$ cat config.mk
export PLATFORM = sky130hd
export DESIGN_NAME = sdf_tail
export DESIGN_NICKNAME = d
export VERILOG_FILES = /design/src/sdf_pkg.sv /design/src/sdf_tail.sv
export SDC_FILE = /design/constraint.sdc
export NUM_CORES = 1
export LEC_CHECK = 0
export BUFFER_PORTS_ARGS = -buffer_cell sky130_fd_sc_hd__buf_2
export CORE_MARGIN = 2
export CORE_UTILIZATION = 53
export CTS_CLUSTER_SIZE = 12
export DETAILED_ROUTE_END_ITERATION = 10
export MAX_ROUTING_LAYER = met4
export PLACE_DENSITY = 0.85
export SKIP_CTS_REPAIR_TIMING = 1
export SLEW_MARGIN = 30
export SYNTH_ARGS = -nofsm -noshare
export SYNTH_HDL_FRONTEND = slang
export SYNTH_SLANG_ARGS = --single-unit
$ cat constraint.sdc
create_clock -name i_clk -period 7.6 [get_ports i_clk]
set_input_delay 1.9 -clock i_clk [delete_from_list [all_inputs] [get_ports i_clk]]
set_output_delay 1.9 -clock i_clk [all_outputs]
set_load 0.01 [all_outputs]
$ cat src/sdf_pkg.sv
// Shared types and constants for the set difference filter.
// No dependencies; every other file of the block refers to this package.
package sdf_pkg;

    // Widths of the stream fields.
    localparam int VALUE_W = 32;
    localparam int COUNT_W = 32;
    localparam logic [COUNT_W-1:0] COUNT_MAX = '1;

    // Codes of the action field.
    localparam logic ACT_LOAD  = 1'b0;
    localparam logic ACT_PROBE = 1'b1;

    // Control word that travels down the chain beside each value.
    // flag: on a probe, an entry matched; on a load, the value was stored.
    typedef struct packed {
        logic valid;
        logic probe;
        logic first;
        logic flag;
    } t_ctrl;

endpackage

$ cat src/sdf_tail.sv
// End of the filter chain: keeps the saturating miss count and the result register.
// Depends on sdf_pkg for the control word type, widths and action codes.
module sdf_tail #(
    parameter int W = 32
) (
    input  logic                          i_clk,
    input  logic                          i_rst_n,
    input  logic                          i_adv,
    input  sdf_pkg::t_ctrl                i_ctrl,
    input  logic [W-1:0]                  i_value,
    output logic                          o_valid,
    output logic [sdf_pkg::VALUE_W-1:0]   o_value,
    output logic [sdf_pkg::COUNT_W-1:0]   o_count
);

    logic                        r_ovalid;
    logic                        n_ovalid;
    logic [sdf_pkg::COUNT_W-1:0] r_count;
    logic [sdf_pkg::COUNT_W-1:0] n_count;
    logic [sdf_pkg::VALUE_W-1:0] r_value;
    logic                        w_miss;
    logic                        w_clear;

    assign w_miss  = i_ctrl.valid && (i_ctrl.probe == sdf_pkg::ACT_PROBE) && !i_ctrl.flag;
    assign w_clear = i_ctrl.valid && (i_ctrl.probe == sdf_pkg::ACT_LOAD) && i_ctrl.first;

    // Next count and result valid when the chain advances.
    always_comb begin
        n_count  = r_count;
        n_ovalid = r_ovalid;
        if (i_adv) begin
            n_ovalid = w_miss;
            if (w_clear) begin
                n_count = '0;
            end else if (w_miss && (r_count != sdf_pkg::COUNT_MAX)) begin
                n_count = r_count + sdf_pkg::COUNT_W'(1);
            end
        end
    end

    always_ff @(posedge i_clk) begin
        if (!i_rst_n) begin
            r_ovalid <= 1'b0;
            r_count  <= '0;
        end else begin
            r_ovalid <= n_ovalid;
            r_count  <= n_count;
        end
    end

    // Result value, zero extended from the kept width.
    always_ff @(posedge i_clk) begin
        if (i_adv && w_miss) begin
            r_value <= sdf_pkg::VALUE_W'(i_value);
        end
    end

    assign o_valid = r_ovalid;
    assign o_value = r_value;
    assign o_count = r_count;

    // A shown result always carries a count of at least one.
    a_count_nonzero: assert property (@(posedge i_clk) disable iff (!i_rst_n)
        r_ovalid |-> (r_count != '0))
        else $error("result shown with zero miss count");

    // A load or a hit that reaches the end produces no result.
    a_no_result: assert property (@(posedge i_clk) disable iff (!i_rst_n)
        (i_adv && i_ctrl.valid && !w_miss) |=> !r_ovalid)
        else $error("result produced by a non-missing item");

    // The count stays saturated until a first load clears it.
    a_saturate: assert property (@(posedge i_clk) disable iff (!i_rst_n)
        ((r_count == sdf_pkg::COUNT_MAX) && !(i_adv && w_clear))
        |=> (r_count == sdf_pkg::COUNT_MAX))
        else $error("saturated miss count changed");

endmodule

# Yosys cells after proc, flatten, opt, wreduce, memory -nomap -nowiden

Index checks and enable logic that the tools add are counted.

Logic and storage cells: 17
Memories kept: 0
Register bits: 65
Bits in read-only memories: 0
Input port bits: 39
Output and inout port bits: 65
Memory bits (writable): 0
Bits in latches: 0

Reduce and logical (&&, ||, !) cells: 9
Magnitude comparators: 0
Muxes and demuxes: 2
Equal/unequal tests: 1
Shift-type cells: 0
Multipliers: 0
Bitwise logic cells: 1
Add/subtract/negate cells: 1
Divide/modulo/power cells: 0

Operators by type and width:

| cell                                          | number |
|---|---|
| two-way mux 32 bit                            | 2 |
| adder 32 x 1 -> 32 bit, second input constant | 1 |
| inequality test 32 bit, second input constant | 1 |
| logical AND 1 bit                             | 6 |
| AND reduction 2 bit                           | 1 |
| nonzero test 2 bit                            | 1 |
| zero test 1 bit                               | 1 |
| NOT 1 bit                                     | 1 |

# Depth between registers and ports, before layout

Gate-level depths: netlist (run 1).

Depth in word-level cells: 5
Depth in mapped cells: 10
Depth with buffers taken out: 7

# Worst setup path before layout (run 1)

Ideal clock, no wire load.

Path type: input to register
From: input port i_ctrl[0] in the netlist's numbering
To: register r_count (netlist bit o_count[31])
Library setup time: 70 ps
Arrival time: 3745 ps
Data required time: 7530 ps
Buffers on the path: 0
Slack: 3785 ps
Stages on the path: 5
Cells stage by stage: nand4b_2 > inv_1 > nand2b_4 > or4_1 > a21oi_1

Longest elaborated chain between the ends: 5

Ends and longest elaborated chain:

| element                              | line           | text |
|---|---|---|
| start, declared                      | sdf_tail.sv:9  | `input sdf_pkg::t_ctrl i_ctrl,` |
| zero test 1 bit                      | sdf_tail.sv:24 | `assign w_miss = i_ctrl.valid && (i_ctrl.probe == sdf_pkg::ACT_PROBE) && !i_ctrl.flag;` |
| logical AND 1 bit                    | sdf_tail.sv:24 |  |
| logical AND 1 bit                    | sdf_tail.sv:35 | `end else if (w_miss && (r_count != sdf_pkg::COUNT_MAX)) begin` |
| nonzero test 2 bit (no source line)  | -              |  |
| AND reduction 2 bit (no source line) | -              |  |
| end signal, assigned                 | sdf_tail.sv:47 | `r_count <= n_count;` |
| end, declared                        | sdf_tail.sv:18 | `logic [sdf_pkg::COUNT_W-1:0] r_count;` |

Every way passes these cells.
A chain may end at the register's enable or synchronous reset.

# Final worst setup path (run 1)

Same ends and word-level chain as after synthesis.

==> results of run 1 <==
sequential cells by signal, indices dropped and copies added (netlist names):
name and cells:
o_count 32, o_value 32, o_valid 1
placed cells by master, fill, tap and decap left out, types with 4 or more instances in the layout:
master and instances:
a21oi_1 12, a31oi_1 8, buf_2 103, clkbuf_8 9, dfxtp_1 33, edfxtp_1 32, inv_1 4, nand2_1 31
nand3_1 14, nand4_1 7, nor2_1 25, nor3_1 8, o21ai_0 13, o21ai_1 6, o31ai_1 9, o41ai_1 5
final cells by class:
cell class	count	area (sq um)
fill	400	1570
tap	70	87.6
inverter	5	18.8
multi-input combinational	186	1110
clock buffer	10	128
clock inverter	6	82.6
timing repair buffer	103	515
sequential	65	1620
through the flow:
| step | worst slack, ns | cell area (sq um) | hold WS (ns) |
|---|---|---|---|
| floorplan | 3.78 | 2830 | 0.493 |
| detailed placement | 3.62 | 3360 | 0.488 |
| CTS | 3.95 | 3570 | 0.499 |
| global placement | 3.26 | 3360 | 0.469 |
| global route | 3.74 | 3570 | 0.524 |
| finish | 3.97 | 3570 | 0.485 |
path summary, 6_finish.rpt:
path	slack (ns)	depth (start not counted)	endpoint	start
max	3.97	6	o_count[31]	i_ctrl[0]
min	0.48	2	o_valid	o_valid
max reg2reg	5.41	7	o_count[24]	o_count[1]
min reg2reg	0.48	2	o_valid	o_valid
power by group:
part | switching [W] | internal [W]
combinational | 0.0000223 | 0.0000157
sequential | 0.00000220 | 0.000374
clock | 0.000122 | 0.000183
cell families after synthesis:
kind of cell,Yosys count,synth area share (%)
simple gates,118,23.5
flops,65,57.3
compound gates,63,14.2
buf+inv,14,3.27
xor+xnor,3,0.929
mux,1,0.354
fa+ha+maj,1,0.442
cell usage after synthesis, drive strengths merged (3+ instances only):
cell type / instances
o41ai: 5
o31ai: 9
and4: 3
buf: 7
xnor2: 3
edfxtp: 32
o21ai: 19
a31oi: 8
or3: 3
nand4: 10
nand2: 31
and2: 3
and3: 3
inv: 5
nand3: 15
a21oi: 12
nor2: 27
a41oi: 3
dfxtp: 33
nand4b: 4
nor3: 9
tightest hold or removal path: cells and delay by family (launching register included):
| family | cells | cell delay (ns) |
|---|---|---|
| AO/OA/AOI/OAI | 1 | 0.06 |
| AND/OR/NAND/NOR | 1 | 0.06 |
| flip-flops | 1 | 0.31 |
routing by layer:
layer | vias up | routed length (um) | track usage [%]
li1 | 1218 | - | -
met1 | 1156 | 2920 | 31.8
met2 | 140 | 3060 | 34.8
met3 | 10 | 641 | 6.00
met4 | 0 | 70 | 8.93
met5 | - | 0 | -
==> results.tsv, run 1 <==
stage	metric	value	unit
min_path	Hold Crit Class	reg -> reg	
clock_tree	CTS tree	built	
die	Starting Density	55.0	%
synth	top cells by area, synth	edfxtp_1, dfxtp_1, nand2_1	
drt	ANT nets after route	0	
timing	Worst Tran Pin Value	0.656	ns
finish	final non-filler cell total	445	
critical_path	Critical Path AT	3.88	ns
clock_tree	worst-skew pair later-pin latency	0.33	ns
drt	DRT Pass-1 Iters	5	
timing	final worst-path cycle share	47.7	%
die	row cnt	26	
synth	syn_area_per_cell	10.7	sq um
timing	fmax	276	MHz
critical_path	crit end category	register	
finish	area grow syn2layout	26.2	%
critical_path	Crit Path Class	in -> reg	
critical_path	Buf/Inv on CP	2	
place	Placer Congestion	0.902	
clock_tree	CTS root buf	clkbuf_8	
synth	asr flop ratio synth	0	%
critical_path	ordered list of cells on the worst path	buf_2 > nand4b_2 > inv_2 > nand2b_4 > or4_1 > a21oi_1	
critical_path	CP Max Fanout	34	
synth	Yosys cell types	47	
timing	minimum clock period	3.63	ns
die	DIE HEIGHT	77.0	um
global_routing	Total GRT Usage	23.7	%
timing	Setup TNS	0	ns
place	placed insts	429	
timing	Final Max Tran Viols	0	
global_routing	largest net degree at the start of global routing	35	
finish	nets	410	
clock_tree	Sink Count	65	
synth	Post-synth top flop	dfxtp_1	
drt	vias per cell	5.67	
synth	share of the synthesized area in the top cell type	34.0	%
timing	Slew Limit Headroom	56.2	%
die	core area	5140	sq um
drt	Post-Route WL	6700	um
synth	Synth warnings	0	
finish	# diodes	0	
critical_path	WP data required	7.85	ns
die	Boundary Pins	104	
finish	layout cells sized above 1	35.2	%
pwr	leakage	1.42	nW
clock_tree	H-tree depth	3	
timing	Hold Fails Final Rpt	0	
clock_tree	Worst-path clk slew	0.07	ns
critical_path	Startpoint Class	input port	
global_routing	Remaining Overflow, GRT	0	
synth	Post-Syn Nets	305	
critical_path	max incr delay on CP	0.61	ns
drt	vias	2524	
pwr	pwr/cell area	202	nW/um^2
outcome	status	complete, no violations	
global_routing	initial antenna violation count	0	
global_routing	vias in the first global route	2191	
timing	Worst Skew	0.00962	ns
timing	final setup fails	0	
run	Max-Cap Viols	0	
timing	RSZ-0062 raised after global routing	false	
synth	Synth area leader	edfxtp_1	
synth	Synth Cell Area	2830	sq um
place	Port Buf Inserts	103	
synth	Yosys reg bits	65	
clock_tree	total CTS buffers	9	
synth	Post-synth EDFFs	32	
synth	gate count after technology mapping	265	
place	DP Wirelength	4800	um
clock_tree	Clock Tree Buf Depth	2	
critical_path	slowest cell on the critical path	inv_2	
critical_path	Top delay family on crit path	simple AND/OR/NAND/NOR gates	
die	die area	5940	sq um
drt	DRT iter0 DRCs	163	
finish	final core occ	69.4	%
pwr	maximum vdd drop	95.8	uV
synth	Seq/Total Area, Yosys	57.3	%
pwr	total power	0.000720	W
global_routing	first-pass GRT wire length	10700	um
drt	wire per inst	15.1	um
drt	Remaining DRCs	0	
die	Die W	77.0	um
(Power assumes the default switching activity.)
==> inputs of run 2 (changes only) <==
ABC_AREA = 1   (was default)
CORE_UTILIZATION = 46   (was 53)
PLACE_DENSITY = 0.77   (was 0.85)
clock period = 3.2 ns   (was 7.6 ns; I/O delays follow)
==> run 2 against run 1 <==
Compared with the run above:
- power up 130%
- setup slack got worse by 2.9 ns
- wire length up 17%
- design area grew 10%
- die area grew 28%
- combinational power rose by 130%
- non-clock buffer count up 1
- critical path depth is 2 higher
- global-route usage is 2.0 points lower
- sequential power is 140% higher
- clock skew shrank 0.00054 ns
- critical endpoint is now o_count[21]
- largest cell class unchanged
==> results.tsv, run 2 <==
stage	metric	value	unit	change
outcome	status	complete, no violations		unchanged
synth	asr flop ratio synth	0	%	unchanged
drt	vias	2975		was 2524
synth	Post-Syn Nets	432		was 305
global_routing	first-pass GRT wire length	12400	um	was 10700 um
clock_tree	Sink Count	65		unchanged
timing	final worst-path cycle share	65.9	%	
drt	DRT Pass-1 Iters	4		was 5
critical_path	r2r worst-path depth	11		was 7
place	DP Wirelength	5980	um	was 4800 um
timing	Final Max Tran Viols	0		unchanged
die	row cnt	30		was 26
drt	Remaining DRCs	0		unchanged
die	core area	6720	sq um	was 5140 sq um
finish	FF/Latch Area	1620	sq um	unchanged
synth	Post-synth EDFFs	32		unchanged
min_path	Hold Crit Class	reg -> reg		unchanged
finish	most frequent cells in the layout	nand2_1, buf_2, nor2_1		was buf_2, dfxtp_1, edfxtp_1
pwr	leakage	1.71	nW	was 1.42 nW
run	Max-Cap Viols	0		unchanged
finish	Finished Cell Area	3930	sq um	was 3570 sq um
synth	share of the synthesized area in the top cell type	30.3	%	was 34.0%
critical_path	WP data required	3.48	ns	was 7.85 ns
critical_path	CP Max Fanout	10		was 34
timing	fmax	474	MHz	
critical_path	Crit Path Class	in -> reg		unchanged
global_routing	largest net degree at the start of global routing	33		was 35
pwr	total power	0.00164	W	was 0.000720 W
clock_tree	worst-skew pair later-pin latency	0.34	ns	was 0.33 ns
critical_path	FF-to-FF Start	o_count[0]		was o_count[1]
finish	layout cells sized above 1	27.5	%	was 35.2%
die	Die W	87.1	um	was 77.0 um
die	Boundary Pins	104		unchanged
critical_path	Startpoint Class	input port		unchanged
synth	top cells by area, synth	edfxtp_1, dfxtp_1, nand2_1		unchanged
critical_path	Critical Path AT	2.39	ns	was 3.88 ns
die	Starting Density	47.2	%	was 55.0%
drt	ANT nets after route	0		unchanged
critical_path	crit end category	register		unchanged
synth	top-count cell post-synth	nand2_1		was dfxtp_1
timing	minimum clock period	2.11	ns	
synth	Seq/Total Area, Yosys	51.1	%	was 57.3%
die	DIE HEIGHT	87.1	um	was 77.0 um
finish	commonest non-fill, non-tap cell in the layout	nand2_1		was buf_2
clock_tree	CTS root buf	clkbuf_8		unchanged
timing	RSZ-0062 raised after global routing	false		unchanged
finish	# diodes	0		unchanged
pwr	switching part of the total power	22.1	%	was 20.4%
global_routing	Total GRT Usage	21.7	%	was 23.7%
pwr	power share of the clock group	40.3	%	was 42.4%
timing	Worst Tran Pin Value	0.639	ns	was 0.656 ns
global_routing	initial antenna violation count	0		unchanged
drt	vias per cell	5.09		was 5.67
timing	Slew Limit Headroom	57.2	%	was 56.2%
synth	Post-synth top flop	dfxtp_1		unchanged
pwr	combinational fraction of design power	5.3	%	about the same
critical_path	slowest cell on the critical path	nor2_1		was inv_2
timing	Hold Fails Final Rpt	0		unchanged
place	area of placed instances	3740	sq um	was 3360 sq um
clock_tree	Clock Tree Buf Depth	2		unchanged
drt	wire per inst	13.4	um	was 15.1 um
finish	multi-input logic area	1320	sq um	was 1110 sq um
global_routing	vias in the first global route	2697		was 2191
place	Placer Congestion	0.905		was 0.902
finish	nets	540		was 410
min_path	Hold EP	o_valid		unchanged
pwr	Psw	0.000361	W	was 0.000147 W
critical_path	Critical Path Most Common Cell	inv_1		
pwr	register share of total power	54.4	%	was 52.3%
finish	final core occ	58.4	%	was 69.4%
drt	Post-Route WL	7840	um	was 6700 um
die	die area	7580	sq um	was 5940 sq um
synth	Yosys reg bits	65		unchanged
clock_tree	total CTS buffers	9		unchanged
synth	commonest cells in the netlist	nand2_1, nor2_1, inv_1, nand3_1, dfxtp_1		was dfxtp_1, edfxtp_1, nand2_1, nor2_1, nand3_1
pwr	maximum vdd drop	213	uV	was 95.8 uV
pwr	pwr/cell area	416	nW/um^2	was 202 nW/um^2
critical_path	max incr delay on CP	0.53	ns	was 0.61 ns
clock_tree	CTS tree	built		unchanged
synth	syn_area_per_cell	8.09	sq um	was 10.7 sq um
clock_tree	H-tree depth	3		unchanged
drt	DRT iter0 DRCs	207		was 163
synth	Yosys cell types	28		was 47
place	Port Buf Inserts	103		unchanged
clock_tree	Worst-path clk slew	0.06	ns	was 0.07 ns
critical_path	FF-to-FF End	o_count[9]		was o_count[24]
timing	final setup fails	0		unchanged
synth	Synth warnings	0		unchanged
critical_path	ordered list of cells on the worst path	buf_2 > nand3_1 > inv_2 > nor2_1 > inv_1 > o21ai_0 > nand2_1 > inv_1		was buf_2 > nand4b_2 > inv_2 > nand2b_4 > or4_1 > a21oi_1
synth	Synth Cell Area	3170	sq um	was 2830 sq um
min_path	depth of the worst hold-timing path	2		unchanged
finish	Filler Cell Count	620		was 400
min_path	hold_sp	o_valid		unchanged
timing	Hold Slack	0.463	ns	was 0.485 ns
synth	Synth area leader	edfxtp_1		unchanged
timing	Worst Skew	0.00908	ns	was 0.00962 ns
timing	Setup TNS	0	ns	unchanged
critical_path	reg2reg setup slack	1.10	ns	was 5.41 ns
finish	area grow syn2layout	23.7	%	was 26.2%
global_routing	Remaining Overflow, GRT	0		unchanged
pwr	Internal Power	0.00127	W	was 0.000573 W
synth	gate count after technology mapping	392		was 265
run 2: changes by cell type after synthesis, moves of 4 or more:
cell / delta
nand2_1: +74
inv_1: +39
nor2_1: +24
nand3_1: +23
o31ai_1: -9
a21oi_1: +8
a31oi_1: -8
xor2_1: +8
nand2_2: +7
o41ai_1: -5
o21ai_0: -4
run 2: worst max-delay path, delay by kind of cell:
family	cells	cell delay, ns
buffers and inverters	4	0.47
AND/OR/NAND/NOR	3	0.89
AO/OA/AOI/OAI	1	0.22
run 2: metal layers:
metal	vias to the layer above	track usage, %	part of all wire (%)
li1	1482	-	-
met1	1354	26.6	43
met2	124	35.0	47
met3	15	4.55	8.4
met4	0	8.52	1.6
met5	-	-	0
run 2: power by group through the flow:
stage	Combinational, W	Clock [W]	Sequential (W)
global placement	0.0000840	0	0.000908
finish	0.0000866	0.000659	0.000890
CTS	0.0000872	0.000669	0.000890
floorplan	0.0000392	0	0.000917
detailed placement	0.0000869	0	0.000909
global route	0.0000967	0.000714	0.000890
run 2: cell families after synthesis:
group	after synthesis	synth area share, %
simple gates	226	32.6
compound gates	37	5.91
flops	65	51.1
fa+ha+maj	1	0.394
buf+inv	53	7.22
xor+xnor	10	2.76
run 2: cell type report:
type / count / area share [%]
multi-input combinational: 274 / 33.7
timing repair buffer: 104 / 13.3
clock inverter: 6 / 1.50
tap: 80 / 2.55
inverter: 46 / 4.40
sequential: 65 / 41.3
clock buffer: 10 / 3.25
run 2: how the worst max path moves through the flow:
stage                           from     endpoint  slack, ns  cells after the start
after floorplan            i_ctrl[2]   o_count[5]       0.84                      9
after global placement     i_ctrl[2]  o_count[31]       0.86                      9
after detailed placement   i_ctrl[2]  o_count[26]       0.80                      9
after CTS                 o_count[0]   o_count[9]       1.09                     11
after global routing      o_count[0]  o_count[31]       0.95                     11
final                      i_ctrl[3]  o_count[21]       1.09                      8
run 2: through the flow:
step	setup WS, ns	instances
global placement	0.865	569
global route	0.948	585
finish	1.09	585
floorplan	0.835	392
detailed placement	0.800	569
CTS	1.09	585
