### src/sdf_pkg.sv
// Shared types and constants for the set difference filter.
// No dependencies; every other file of the block refers to this package.
package sdf_pkg;

    // Widths of the stream fields.
    localparam int VALUE_W = 32;
    localparam int COUNT_W = 32;
    localparam logic [COUNT_W-1:0] COUNT_MAX = '1;

    // Codes of the action field.
    localparam logic ACT_LOAD  = 1'b0;
    localparam logic ACT_PROBE = 1'b1;

    // Control word that travels down the chain beside each value.
    // flag: on a probe, an entry matched; on a load, the value was stored.
    typedef struct packed {
        logic valid;
        logic probe;
        logic first;
        logic flag;
    } t_ctrl;

endpackage

### src/sdf_cell.sv
// One cell of the filter chain: holds a single table entry and its occupancy.
// Depends on sdf_pkg for the control word type and action codes.
module sdf_cell #(
    parameter int W = 32
) (
    input  logic           i_clk,
    input  logic           i_rst_n,
    input  logic           i_adv,
    input  sdf_pkg::t_ctrl i_ctrl,
    input  logic [W-1:0]   i_value,
    output sdf_pkg::t_ctrl o_ctrl,
    output logic [W-1:0]   o_value
);

    logic           r_used;
    logic           n_used;
    logic [W-1:0]   r_entry;
    logic           w_store;
    sdf_pkg::t_ctrl r_ctrl;
    sdf_pkg::t_ctrl n_ctrl;
    logic [W-1:0]   r_value;

    // Work on the item passing through: a load takes the first free cell it
    // meets, a first load empties each cell it passes, and a probe collects hits.
    always_comb begin
        n_used  = r_used;
        n_ctrl  = i_ctrl;
        w_store = 1'b0;
        if (i_ctrl.valid) begin
            if (i_ctrl.probe == sdf_pkg::ACT_PROBE) begin
                n_ctrl.flag = i_ctrl.flag | (r_used && (r_entry == i_value));
            end else begin
                if (i_ctrl.first) begin
                    n_used = 1'b0;
                end
                if (!i_ctrl.flag && (i_ctrl.first || !r_used)) begin
                    w_store     = 1'b1;
                    n_used      = 1'b1;
                    n_ctrl.flag = 1'b1;
                end
            end
        end
    end

    // Control state of the cell.
    always_ff @(posedge i_clk) begin
        if (!i_rst_n) begin
            r_used <= 1'b0;
            r_ctrl <= '0;
        end else if (i_adv) begin
            r_used <= n_used;
            r_ctrl <= n_ctrl;
        end
    end

    // Payload registers, no reset needed.
    always_ff @(posedge i_clk) begin
        if (i_adv) begin
            r_value <= i_value;
            if (w_store) begin
                r_entry <= i_value;
            end
        end
    end

    assign o_ctrl  = r_ctrl;
    assign o_value = r_value;

    // An occupied cell stays occupied unless a first load passes it.
    a_used_holds: assert property (@(posedge i_clk) disable iff (!i_rst_n)
        (r_used && !(i_adv && i_ctrl.valid && (i_ctrl.probe == sdf_pkg::ACT_LOAD)
                     && i_ctrl.first)) |=> r_used)
        else $error("cell lost its entry without a first load");

endmodule

### config.mk
export PLATFORM = sky130hd
export DESIGN_NAME = sdf_cell
export DESIGN_NICKNAME = d
export VERILOG_FILES = /design/src/sdf_pkg.sv /design/src/sdf_cell.sv
export SDC_FILE = /design/constraint.sdc
export NUM_CORES = 1
export LEC_CHECK = 0
export BUFFER_PORTS_ARGS = -buffer_cell sky130_fd_sc_hd__buf_2
export CORE_AREA = 8 8 94 96
export CTS_CLUSTER_SIZE = 24
export DETAILED_ROUTE_END_ITERATION = 10
export DIE_AREA = 0 0 102 104
export GPL_TIMING_DRIVEN = 0
export SLEW_MARGIN = 25
export SYNTH_ARGS = -nofsm -noshare
export SYNTH_HDL_FRONTEND = slang
export SYNTH_SLANG_ARGS = --single-unit
### constraint.sdc
create_clock -name i_clk -period 8.7 [get_ports i_clk]
set_input_delay 0.435 -clock i_clk [delete_from_list [all_inputs] [get_ports i_clk]]
set_output_delay 0.435 -clock i_clk [all_outputs]
set_load 0.01 [all_outputs]
# Yosys cells after proc, flatten, opt, wreduce, memory -nomap -nowiden
# Cells that the tools add are included.
# totals
input_bits	39
regBits	69
output_inout_bits	36
# op_classes
muxes	8
n_eq_ne	1
n_bitwise	2
reduce_logical	8
# ops
cell	n
$eq 32x32->1	1
$mux 1	8
$reduce_and 4->1	1
$logic_and 1x1->1	2
$logic_not 1->1	2
$reduce_and 2->1	1
$reduce_bool 2->1	1
$logic_or 1x1->1	1
$not 1->1	1
$or 1x1->1	1

# Depth between registers and ports, before layout
# Gate-level depths: netlist (run 1).
# depth
depth_word	7
depth_mapped	4
mapped_depth_nobuf	4

# Worst setup path after synthesis (run 1)
# Ideal clock, no wire load.
# synth_path
path_kind	input-to-reg
from	input i_ctrl[3] in the netlist's numbering
to	register r_entry[0], enable pin
cell_stages	2
t_required_ns	8.248
setup_ns	0.452
slack_ns	5.643
arrival_time_ns	2.605
cell_sequence	nand2_2 > a2111oi_2
# synth_via
elab_chain_cells	2
# synth_rtl
item	line	source
start, declared	sdf_cell.sv:9	input sdf_pkg::t_ctrl i_ctrl,
$mux 1	sdf_cell.sv:29	if (i_ctrl.valid) begin
$reduce_and 2->1 (no line)	n/a	
end signal, assigned	sdf_cell.sv:61	r_entry <= i_value;
end, declared	sdf_cell.sv:17	logic [W-1:0] r_entry;
# Every way passes these cells.
# A chain may end at the register's enable or synchronous reset.

# Final worst setup path (run 1)
# layout_path
from	input i_adv
to	register r_entry[9], enable pin
# layout_via
elab_chain_cells	1
# layout_rtl
item	line	source
start, declared	sdf_cell.sv:8	input logic i_adv,
$reduce_and 2->1 (no line)	n/a	
# Every way passes these cells.

==> Flow_metrics.wiki, run 1 <==
{| class="wikitable"
! Metric !! Value
|-
| Area occupied by multi-input gates || roughly 480 um^2
|-
| Worst flop-to-flop path startpoint || r_used
|-
| Synthesis warning total || 0
|-
| Total global routing overflow || 0
|-
| Sequential fraction of the synthesis area || 0.812
|-
| Synthesized netlist net count || ~170
|-
| Std cell rows || 32
|-
| Post-Route Setup TNS || 0 ns
|-
| Placer congestion estimate || 0.673
|-
| Syn-to-layout area delta || 31.1%
|-
| Number of global-route vias before repair || ~1500
|-
| Number of distinct library cell variants in the gate-level netlist after synthesis || 21
|-
| Cells resized by post-CTS repair || 0
|-
| Final net count || 255
|-
| Sequence of cells on the critical path || buf_2 > nand2_2 > a2111oi_4 > buf_6 > buf_4
|-
| Post-route worst setup slack || 6.56 ns
|-
| Via total after detailed routing || around 1400
|-
| Root Buffer || clkbuf_8
|-
| Share of the clock period used by the worst path after layout || 0.245
|-
| Count of antenna diodes in the layout || 0
|-
| Clock Sink Count || between 60 and 70
|-
| Family with the most delay on the worst path || buffers and inverters
|-
| Combined flip-flop and latch cell area || 2020 um^2
|-
| RSZ-0062 raised after global routing || no
|-
| Commonest cells after routing, fill and taps aside || 74 x buf_2, 64 x edfxtp_1, 28 x xor2_1
|-
| Count of mapped cells out of synthesis || between 100 and 150
|-
| IO Pins || 75
|-
| Outcome || finished, final reports clean
|-
| Pins Over Slew Limit || 0
|-
| Insertion delay to the later sink of the worst-skew pair || between 0.3 and 0.4 ns
|-
| Level count of the clock H-tree || 3
|-
| Remaining DRCs || 0
|-
| Lkg Pwr || between 1 and 1.5 nW
|-
| Die X-Extent || ~100 um
|-
| Sum of buffers and inverters on the critical path || 3
|-
| Post-synth design cell area || around 2500 um^2
|-
| Worst-margin pin slew || 0.816 ns
|-
| Number of max-capacitance violations reported || 0
|-
| Initial antenna violation count || 0
|-
| Endpoint type of the worst setup path || flop
|-
| Maximum fanout along the worst path || 37
|-
| Core Footprint || between 7000 and 8000 um^2
|-
| Count of hold buffers inserted by post-cts repair || 0
|-
| Min-delay src || i_value[18]
|-
| Post-route clock skew || around 0.0097 ns
|-
| Register bit total from synthesis || 69
|-
| Data required time of the worst path || between 8 and 9 ns
|-
| Hold crit path type || input pin to flop
|-
| Final setup vio count || 0
|-
| Highest-delay cell along the critical path || buf_2
|-
| Setup crit start kind || input pin
|-
| Portion of total power attributed to combinational logic || 0.069
|-
| Die H || roughly 100 um
|-
| Syn_area_per_cell || 19.5 um^2
|-
| Average wire per cell in the routed design || 14.3 um
|-
| Minimum clock period after layout || around 2.1 ns
|-
| Timing startpoint of the critical path || i_adv
|-
| Max stage delay on crit path || a little over 0.6 ns
|-
| Worst vdd ir || just under 70 uV
|-
| Number of buffers between clock root and the deepest sink || 2
|-
| Clock share of power || 0.413
|-
| Number of endpoints with negative hold slack in the final report || 0
|-
| Worst setup slack before clock tree synthesis || about 6 ns
|-
| Relative max-transition margin || 0.456
|-
| Detailed-router iteration count before antenna repair || 4
|-
| Post-CTS Repair Setup Buffers || 0
|-
| Data arrival time of the worst path || approximately 2.2 ns
|-
| Fill cell count || around 700
|-
| Power share of the sequential group || 0.517
|-
| Clock transition at path regs || 0.08 ns
|-
| Half-perimeter wire length after detailed placement || 3310 um
|-
| Antenna Nets Post-Route || 0
|-
| Switching power total || between 0.00015 and 0.0002 W
|-
| Setup CP Type || input pin to flop
|-
| Number of buffers inserted during clock tree synthesis || 9
|-
| Fraction of final layout cells sized beyond drive strength 1 || 0.421
|-
| TritonCTS clock tree || yes
|-
| Cell Pwr Density || 227 nW/um^2
|-
| Die Footprint || between 10000 and 15000 um^2
|-
| Count of input and output buffers || 74
|-
| Leading cell type in the layout, fill and taps excluded || buf_2
|-
| Max frequency || ~470 MHz
|-
| Switching power as a share of total power || 0.204
|-
| Internal power || about 0.00059 W
|-
| Starting DRC count in detailed routing || 54
|-
| Effective utilization at floorplan || 0.335
|-
| Largest net degree at the start of global routing || 38
|-
| Routed wire length || between 4000 and 5000 um
|-
| Total GRT Usage || 0.0914
|-
| Vias per cell || approximately 4.3
|-
| Wire length of the first global-routing pass || approximately 7400 um
|}
per-layer routing:
layer  global-route usage  share of wire  wire, um  vias to the layer above
met3               0.0361          0.090       416                        7
met2                0.135           0.45      2080                       51
met5                    0              0         0                        -
met4               0.0504          0.019        87                        0
li1                     -              -         -                      667
met1                0.110           0.44      2020                      656
final timing paths:
kind                 endpoint  slack [ns]  depth (start not counted)
setup / recovery   r_entry[9]        6.56                          5
hold / removal    o_value[18]        0.31                          1
setup reg to reg   r_entry[9]        7.15                          3
hold reg to reg     o_ctrl[3]        0.49                          2
flip-flops by register name, indices dropped and copies added, names as in the netlist:
register and cells:
o_ctrl 4, o_value 32, r_used 1, r_entry 32
cell type report:
| cell class | count | area share |
|---|---|---|
| Sequential cell | 69 | 0.619 |
| Timing Repair Buffer | 77 | 0.121 |
| Clock inverter | 7 | 0.0349 |
| Clock buffer | 9 | 0.0379 |
| Tap cell | 102 | 0.0391 |
| Multi-Input combinational cell | 58 | 0.146 |
| Inverter | 1 | 0.00115 |
synthesized netlist by cell type:
cell type  count  area [um^2]
a2111oi_2      1         15.0
a21boi_0       1         7.51
dfxtp_1        5          100
edfxtp_1      64         1920
inv_1          1         3.75
mux2_1         1         11.3
mux2i_1        2         20.0
nand2_2        1         6.26
nand2b_1       1         6.26
nand3_1        2         10.0
nand4_1        2         12.5
nor2b_1        2         12.5
nor3_1         1         5.00
nor4_1         7         43.8
o21a_1         1         7.51
o21ai_1        1         5.00
o31a_1         1         8.76
o31ai_1        1         7.51
or3_1          1         6.26
xnor2_1        4         35.0
xor2_1        28          245
power by group through the flow:
stage / clock [W] / combinational (W) / sequential (W)
6_report: 0.000307 / 0.0000514 / 0.000384
5_1_grt: 0.000330 / 0.0000569 / 0.000386
4_1_cts: 0.000316 / 0.0000530 / 0.000384
3_5_place_dp: 0 / 0.0000527 / 0.000392
3_3_place_gp: 0 / 0.0000512 / 0.000391
2_1_floorplan: 0 / 0.0000110 / 0.000400
logic make-up after synthesis:
kind of cell | Yosys count | synth area share
DFF | 69 | 0.812
muxes | 3 | 0.0126
buffers and inverters | 1 | 0.00151
AOI/OAI and AO/OA | 6 | 0.0206
and+or+nand+nor | 17 | 0.0412
xor gates and xnor gates | 32 | 0.113
through the flow:
stage	instance area, um^2	hold slack [ns]	power, W	util	instances
finish	3270	0.313	0.000742	0.439	323
global route	3270	0.297	0.000772	0.439	323
CTS	3270	0.294	0.000754	0.439	323
detailed placement	3030	0.484	0.000444	0.407	307
global placement	2990	0.469	0.000443	0.401	304
floorplan	2490	0.500	0.000411	-	128
No activity file was read; power rests on OpenSTA's default activity.
==> run 2: changes to the inputs <==
clock period = 1.75 ns   (was 8.7 ns; I/O delays follow)
==> Flow_metrics.wiki, run 2 (synthesized netlist as in run 1, its figures left out) <==
{| class="wikitable"
! Metric !! Value
|-
| Number of max-capacitance violations reported || 0 (unchanged)
|-
| Total global routing overflow || 0 (unchanged)
|-
| Worst path most repeated cell || buf_4
|-
| Fill cell count || 646 (was 695)
|-
| Area occupied by multi-input gates || 478 um^2 (unchanged)
|-
| Reg-to-reg endpoint || r_entry[10] (was r_entry[9])
|-
| Dpl cells || 307 (unchanged)
|-
| IO Pins || 75 (unchanged)
|-
| Hold crit path type || input pin to flop (unchanged)
|-
| Leading cell type in the layout, fill and taps excluded || buf_2 (unchanged)
|-
| Post-route worst setup slack || 0.210 ns (was 6.56 ns)
|-
| Count of antenna diodes in the layout || 0 (unchanged)
|-
| Cell Pwr Density || 987 nW/um^2 (was 227 nW/um^2)
|-
| Number of endpoints with negative hold slack in the final report || 0 (unchanged)
|-
| Placer congestion estimate || 0.712 (was 0.673)
|-
| Clock transition at path regs || 0.07 ns (was 0.08 ns)
|-
| Worst setup slack before clock tree synthesis || -0.476 ns (was 6.17 ns)
|-
| Worst reg2reg path depth || 3 (unchanged)
|-
| Std cell rows || 32 (unchanged)
|-
| Highest-delay cell along the critical path || a2111oi_4 (was buf_2)
|-
| Combined flip-flop and latch cell area || 2020 um^2 (about the same)
|-
| Setup crit start kind || input pin (unchanged)
|-
| Min-Delay Path Depth || 3 (was 1)
|-
| Max frequency || 649 MHz
|-
| Maximum fanout along the worst path || 37 (unchanged)
|-
| Power, Total || 0.00351 W (was 0.000742 W)
|-
| Endpoint type of the worst setup path || flop (unchanged)
|-
| Detailed-router iteration count before antenna repair || 4 (unchanged)
|-
| Syn-to-layout area delta || 42.7% (was 31.1%)
|-
| Initial antenna violation count || 0 (unchanged)
|-
| Worst hold endpoint || o_ctrl[1] (was o_value[18])
|-
| Largest net degree at the start of global routing || 38 (unchanged)
|-
| Via total after detailed routing || 1525 (was 1381)
|-
| Commonest cells after routing, fill and taps aside || 73 x buf_2, 64 x edfxtp_1, 33 x dlygate4sd3_1 (was 74 x buf_2, 64 x edfxtp_1, 28 x xor2_1)
|-
| Core Footprint || 7450 um^2 (unchanged)
|-
| Number of buffers between clock root and the deepest sink || 2 (unchanged)
|-
| Outcome || finished, final reports clean (unchanged)
|-
| Worst flop-to-flop path startpoint || r_used (unchanged)
|-
| Remaining DRCs || 0 (unchanged)
|-
| Reg2reg setup slack || 0.23 ns (was 7.15 ns)
|-
| Fraction of final layout cells sized beyond drive strength 1 || 0.378 (was 0.421)
|-
| Routed wire length || 5120 um (was 4610 um)
|-
| Min-delay src || i_ctrl[1] (was i_value[18])
|-
| Root Buffer || clkbuf_8 (unchanged)
|-
| Pins Over Slew Limit || 0 (unchanged)
|-
| Effective utilization at floorplan || 0.335 (unchanged)
|-
| Share of the clock period used by the worst path after layout || 0.880
|-
| Half-perimeter wire length after detailed placement || 3470 um (was 3310 um)
|-
| Vias per cell || 4.28 (about the same)
|-
| Level count of the clock H-tree || 3 (unchanged)
|-
| Data arrival time of the worst path || 1.59 ns (was 2.17 ns)
|-
| Number of buffers inserted during clock tree synthesis || 9 (unchanged)
|-
| Setup CP Type || input pin to flop (unchanged)
|-
| Die Footprint || 10600 um^2 (unchanged)
|-
| Wire length of the first global-routing pass || 8180 um (was 7420 um)
|-
| Die H || 104 um (unchanged)
|-
| Minimum clock period after layout || approximately 1.5 ns
|-
| RSZ-0062 raised after global routing || no (unchanged)
|-
| Insertion delay to the later sink of the worst-skew pair || 0.35 ns (was 0.33 ns)
|-
| Number of global-route vias before repair || 1612 (was 1454)
|-
| Total GRT Usage || 0.103 (was 0.0914)
|-
| Die X-Extent || 102 um (unchanged)
|-
| Starting DRC count in detailed routing || 56 (was 54)
|-
| Post-route clock skew || 0.00839 ns (was 0.00966 ns)
|-
| Clock Sink Count || 69 (unchanged)
|-
| Sequence of cells on the critical path || buf_4 > nand2_2 > a2111oi_4 > buf_4 > buf_4 (was buf_2 > nand2_2 > a2111oi_4 > buf_6 > buf_4)
|-
| Final setup vio count || 0 (unchanged)
|-
| Final net count || 288 (was 255)
|-
| Post-Route Setup TNS || 0 ns (unchanged)
|-
| Count of input and output buffers || 74 (unchanged)
|-
| TritonCTS clock tree || yes (unchanged)
|-
| Number of non-filler instances in the completed layout || 356 (was 323)
|-
| Lkg Pwr || 1.37 nW (was 1.25 nW)
|-
| Antenna Nets Post-Route || 0 (unchanged)
|-
| Data required time of the worst path || 1.80 ns (was 8.73 ns)
|-
| Relative max-transition margin || 0.675 (was 0.456)
|-
| Average wire per cell in the routed design || 14.4 um (was 14.3 um)
|-
| Max stage delay on crit path || 0.41 ns (was 0.62 ns)
|-
| Worst-margin pin slew || 0.487 ns (was 0.816 ns)
|-
| Worst vdd ir || 402 uV (was 68.3 uV)
|}
==> run 2: power breakdown <==
group,switching [W],internal (W)
sequential,0.0000220,0.00189
combinational,0.000159,0.000157
clock,0.000620,0.000662
total,0.000801,0.00271
==> run 2: stage by stage <==
stage / hold slack, ns / utilization / instance area, um^2
6_report: 0.0207 / 0.477 / 3560
5_1_grt: 0.0294 / 0.477 / 3560
4_1_cts: 0.00318 / 0.477 / 3560
3_5_place_dp: 0.307 / 0.406 / 3030
3_3_place_gp: 0.306 / 0.403 / 3000
2_1_floorplan: 0.186 / - / 2500
==> run 2: critical path: cells and delay by family <==
kind	cells	cell delay, ns
AO/OA/AOI/OAI	1	0.41
buffers and inverters	3	0.90
AND/OR/NAND/NOR	1	0.18
==> run 2: layer usage <==
layer,vias to the layer above,track usage,part of all wire
met3,7,0.0509,0.089
met1,732,0.121,0.44
met5,-,0,0
met4,0,0.0504,0.018
li1,732,-,-
met2,54,0.151,0.45
==> run 2: worst max path at each step <==
| stage | to | from | cells past startpoint | slack [ns] |
|---|---|---|---|---|
| after CTS | r_entry[26] | i_adv | 5 | 0.20 |
| final | r_entry[10] | i_adv | 5 | 0.21 |
| after global placement | r_entry[10] | i_adv | 3 | -1.41 |
| after detailed placement | r_entry[10] | i_adv | 5 | -0.48 |
| after global routing | r_entry[26] | i_adv | 5 | 0.07 |
| after floorplan | r_entry[0] | r_used | 1 | -0.24 |
==> run 2: cell type report <==
type | count | area share
Clock buffer | 9 | 0.0348
Clock inverter | 7 | 0.0208
Inverter | 1 | 0.00106
Multi-Input combinational cell | 58 | 0.134
Sequential cell | 69 | 0.569
Tap cell | 102 | 0.0359
Timing Repair Buffer | 110 | 0.204
==> run 2: what timing repair did <==
item	in CTS	in global routing
setup buffers	0	0
resized for setup	1	0
hold endpoints to repair	65	0
setup endpoints to repair	11	0
hold buffers	33	0
==> run 3: changes to the inputs <==
CAP_MARGIN = 20   (was default)
clock period = 1.5 ns   (was 1.75 ns; I/O delays follow)
==> Flow_metrics.wiki, run 3 (synthesized netlist as in run 1, its figures left out) <==
{| class="wikitable"
! Metric !! Value
|-
| Initial antenna violation count || 0 (unchanged)
|-
| Worst-margin pin slew || 0.359 ns (was 0.487 ns)
|-
| Fraction of final layout cells sized beyond drive strength 1 || 0.385 (was 0.378)
|-
| Final setup vio count || 0 (unchanged)
|-
| Total GRT Usage || 0.104 (was 0.103)
|-
| Number of buffers inserted during clock tree synthesis || 9 (unchanged)
|-
| Clock Sink Count || 69 (unchanged)
|-
| Setup crit start kind || flop (was input pin)
|-
| Timing startpoint of the critical path || r_used (was i_adv)
|-
| Worst flop-to-flop path startpoint || r_used (unchanged)
|-
| Maximum fanout along the worst path || 11 (was 37)
|-
| Placer congestion estimate || 0.712 (unchanged)
|-
| Core Footprint || 7450 um^2 (unchanged)
|-
| Hold crit path type || input pin to flop (unchanged)
|-
| Power, Total || 0.00410 W (was 0.00351 W)
|-
| Setup CP Type || flop to flop (was input pin to flop)
|-
| Insertion delay to the later sink of the worst-skew pair || 0.35 ns (about the same)
|-
| Largest net degree at the start of global routing || 38 (unchanged)
|-
| Post-route clock skew || 0.00839 ns (about the same)
|-
| Minimum clock period after layout || 1.45 ns
|-
| Smallest hold slack || 0.101 ns (was 0.0207 ns)
|-
| Count of input and output buffers || 74 (unchanged)
|-
| Wire length of the first global-routing pass || 8220 um (was 8180 um)
|-
| Reg-to-reg endpoint || r_entry[26] (was r_entry[10])
|-
| Remaining DRCs || 0 (unchanged)
|-
| Leading cell type in the layout, fill and taps excluded || buf_2 (unchanged)
|-
| Die X-Extent || 102 um (unchanged)
|-
| Syn-to-layout area delta || 44.4% (was 42.7%)
|-
| Die H || 104 um (unchanged)
|-
| TritonCTS clock tree || yes (unchanged)
|-
| Data required time of the worst path || 1.56 ns (was 1.80 ns)
|-
| Number of endpoints with negative hold slack in the final report || 0 (unchanged)
|-
| Routed wire length || 5220 um (was 5120 um)
|-
| Level count of the clock H-tree || 3 (unchanged)
|-
| Detailed-router iteration count before antenna repair || 6 (was 4)
|-
| Worst reg2reg path depth || 3 (unchanged)
|-
| Root Buffer || clkbuf_8 (unchanged)
|-
| Die Footprint || 10600 um^2 (unchanged)
|-
| Clock transition at path regs || 0.07 ns (about the same)
|-
| Number of non-filler instances in the completed layout || 359 (was 356)
|-
| Via total after detailed routing || 1531 (was 1525)
|-
| Post-route worst setup slack || 0.0524 ns (was 0.210 ns)
|-
| Pins Over Slew Limit || 0 (unchanged)
|-
| Antenna Nets Post-Route || 0 (unchanged)
|-
| Fill cell count || 634 (was 646)
|-
| Post-Route Setup TNS || 0 ns (unchanged)
|-
| Dpl cells || 307 (unchanged)
|-
| Cell Pwr Density || 1140 nW/um^2 (was 987 nW/um^2)
|-
| Relative max-transition margin || 0.758 (was 0.675)
|-
| Data arrival time of the worst path || 1.51 ns (was 1.59 ns)
|-
| Half-perimeter wire length after detailed placement || 3470 um (unchanged)
|-
| Count of antenna diodes in the layout || 0 (unchanged)
|-
| Critical path endpoint || r_entry[26] (was r_entry[10])
|-
| Average wire per cell in the routed design || 14.5 um (was 14.4 um)
|-
| Worst setup slack before clock tree synthesis || -0.713 ns (was -0.476 ns)
|-
| Number of max-capacitance violations reported || 0 (unchanged)
|-
| Max frequency || between 600 and 700 MHz
|-
| Endpoint type of the worst setup path || flop (unchanged)
|-
| Total global routing overflow || 0 (unchanged)
|-
| Worst vdd ir || 469 uV (was 402 uV)
|-
| Reg2reg setup slack || 0.05 ns (was 0.23 ns)
|-
| Number of buffers between clock root and the deepest sink || 2 (unchanged)
|-
| Lkg Pwr || 1.39 nW (was 1.37 nW)
|-
| Final net count || 291 (was 288)
|-
| Min-Delay Path Depth || 3 (unchanged)
|-
| Effective utilization at floorplan || 0.335 (unchanged)
|-
| Std cell rows || 32 (unchanged)
|-
| Number of global-route vias before repair || 1620 (was 1612)
|-
| Outcome || finished, final reports clean (unchanged)
|-
| Commonest cells after routing, fill and taps aside || 73 x buf_2, 64 x edfxtp_1, 34 x dlygate4sd3_1 (was 73 x buf_2, 64 x edfxtp_1, 33 x dlygate4sd3_1)
|-
| Vias per cell || 4.26 (was 4.28)
|-
| Share of the clock period used by the worst path after layout || 0.965
|-
| IO Pins || 75 (unchanged)
|-
| Starting DRC count in detailed routing || 62 (was 56)
|}
run 3: changes by cell type in the layout (fill, tap and decap cells not counted), sizes merged:
cell and change:
buf +2, dlygate4sd3 +1
run 3: what timing repair did:
| item | CTS | global route |
|---|---|---|
| pin swaps | 0 | 1 |
| resized for setup | 3 | 2 |
| buffers inserted | 0 | 2 |
| gates cloned | 0 | 0 |
| endpoints found under the setup margin | 31 | 12 |
| hold buffers | 34 | 0 |
| hold endpoints to repair | 67 | 0 |
run 3: per-layer routing:
metal | GRT usage | up-vias | share of wire
met1 | 0.121 | 730 | 0.44
met3 | 0.0509 | 5 | 0.086
met4 | 0.0504 | 0 | 0.015
met2 | 0.153 | 56 | 0.46
li1 | - | 740 | -
met5 | 0 | - | 0
run 3: worst min path at each step:
| stage | slack (ns) | end | startpoint |
|---|---|---|---|
| 2_1_floorplan | 0.17 | o_value[0] | i_value[0] |
| 3_3_place_gp | 0.29 | r_entry[10] | i_value[10] |
| 3_5_place_dp | 0.29 | o_value[28] | i_value[28] |
| 4_1_cts | 0.07 | o_ctrl[3] | i_ctrl[3] |
| 5_1_grt | 0.09 | o_ctrl[3] | i_ctrl[3] |
| 6_report | 0.10 | o_ctrl[3] | i_ctrl[3] |
run 3: metrics by stage:
stage / area, um^2 / util
floorplan: 2500 / -
global placement: 3000 / 0.403
detailed placement: 3030 / 0.406
CTS: 3570 / 0.480
global route: 3600 / 0.483
finish: 3600 / 0.483
run 3: layout make-up:
type / count / area [um^2] / share of cell area
clock buffers: 9 / 124 / 0.0344
clock inverters: 7 / 73.8 / 0.0205
inverters: 1 / 3.75 / 0.00104
multi-input cells: 58 / 484 / 0.135
flip-flops and latches: 69 / 2020 / 0.562
well taps: 102 / 128 / 0.0355
repair buffers: 113 / 762 / 0.212
run 3: critical path, cell delays in order, from the launching register on:
cell       delay (ns)
dfxtp_2          0.34
a2111oi_4        0.42
buf_6            0.21
buf_6            0.17
run 3: power breakdown:
group | total [W] | internal (W) | switching, W | leakage (nW)
clock network | 0.00149 | 0.000772 | 0.000722 | 0.0996
registers | 0.00223 | 0.00220 | 0.0000262 | 0.645
logic | 0.000378 | 0.000189 | 0.000189 | 0.642
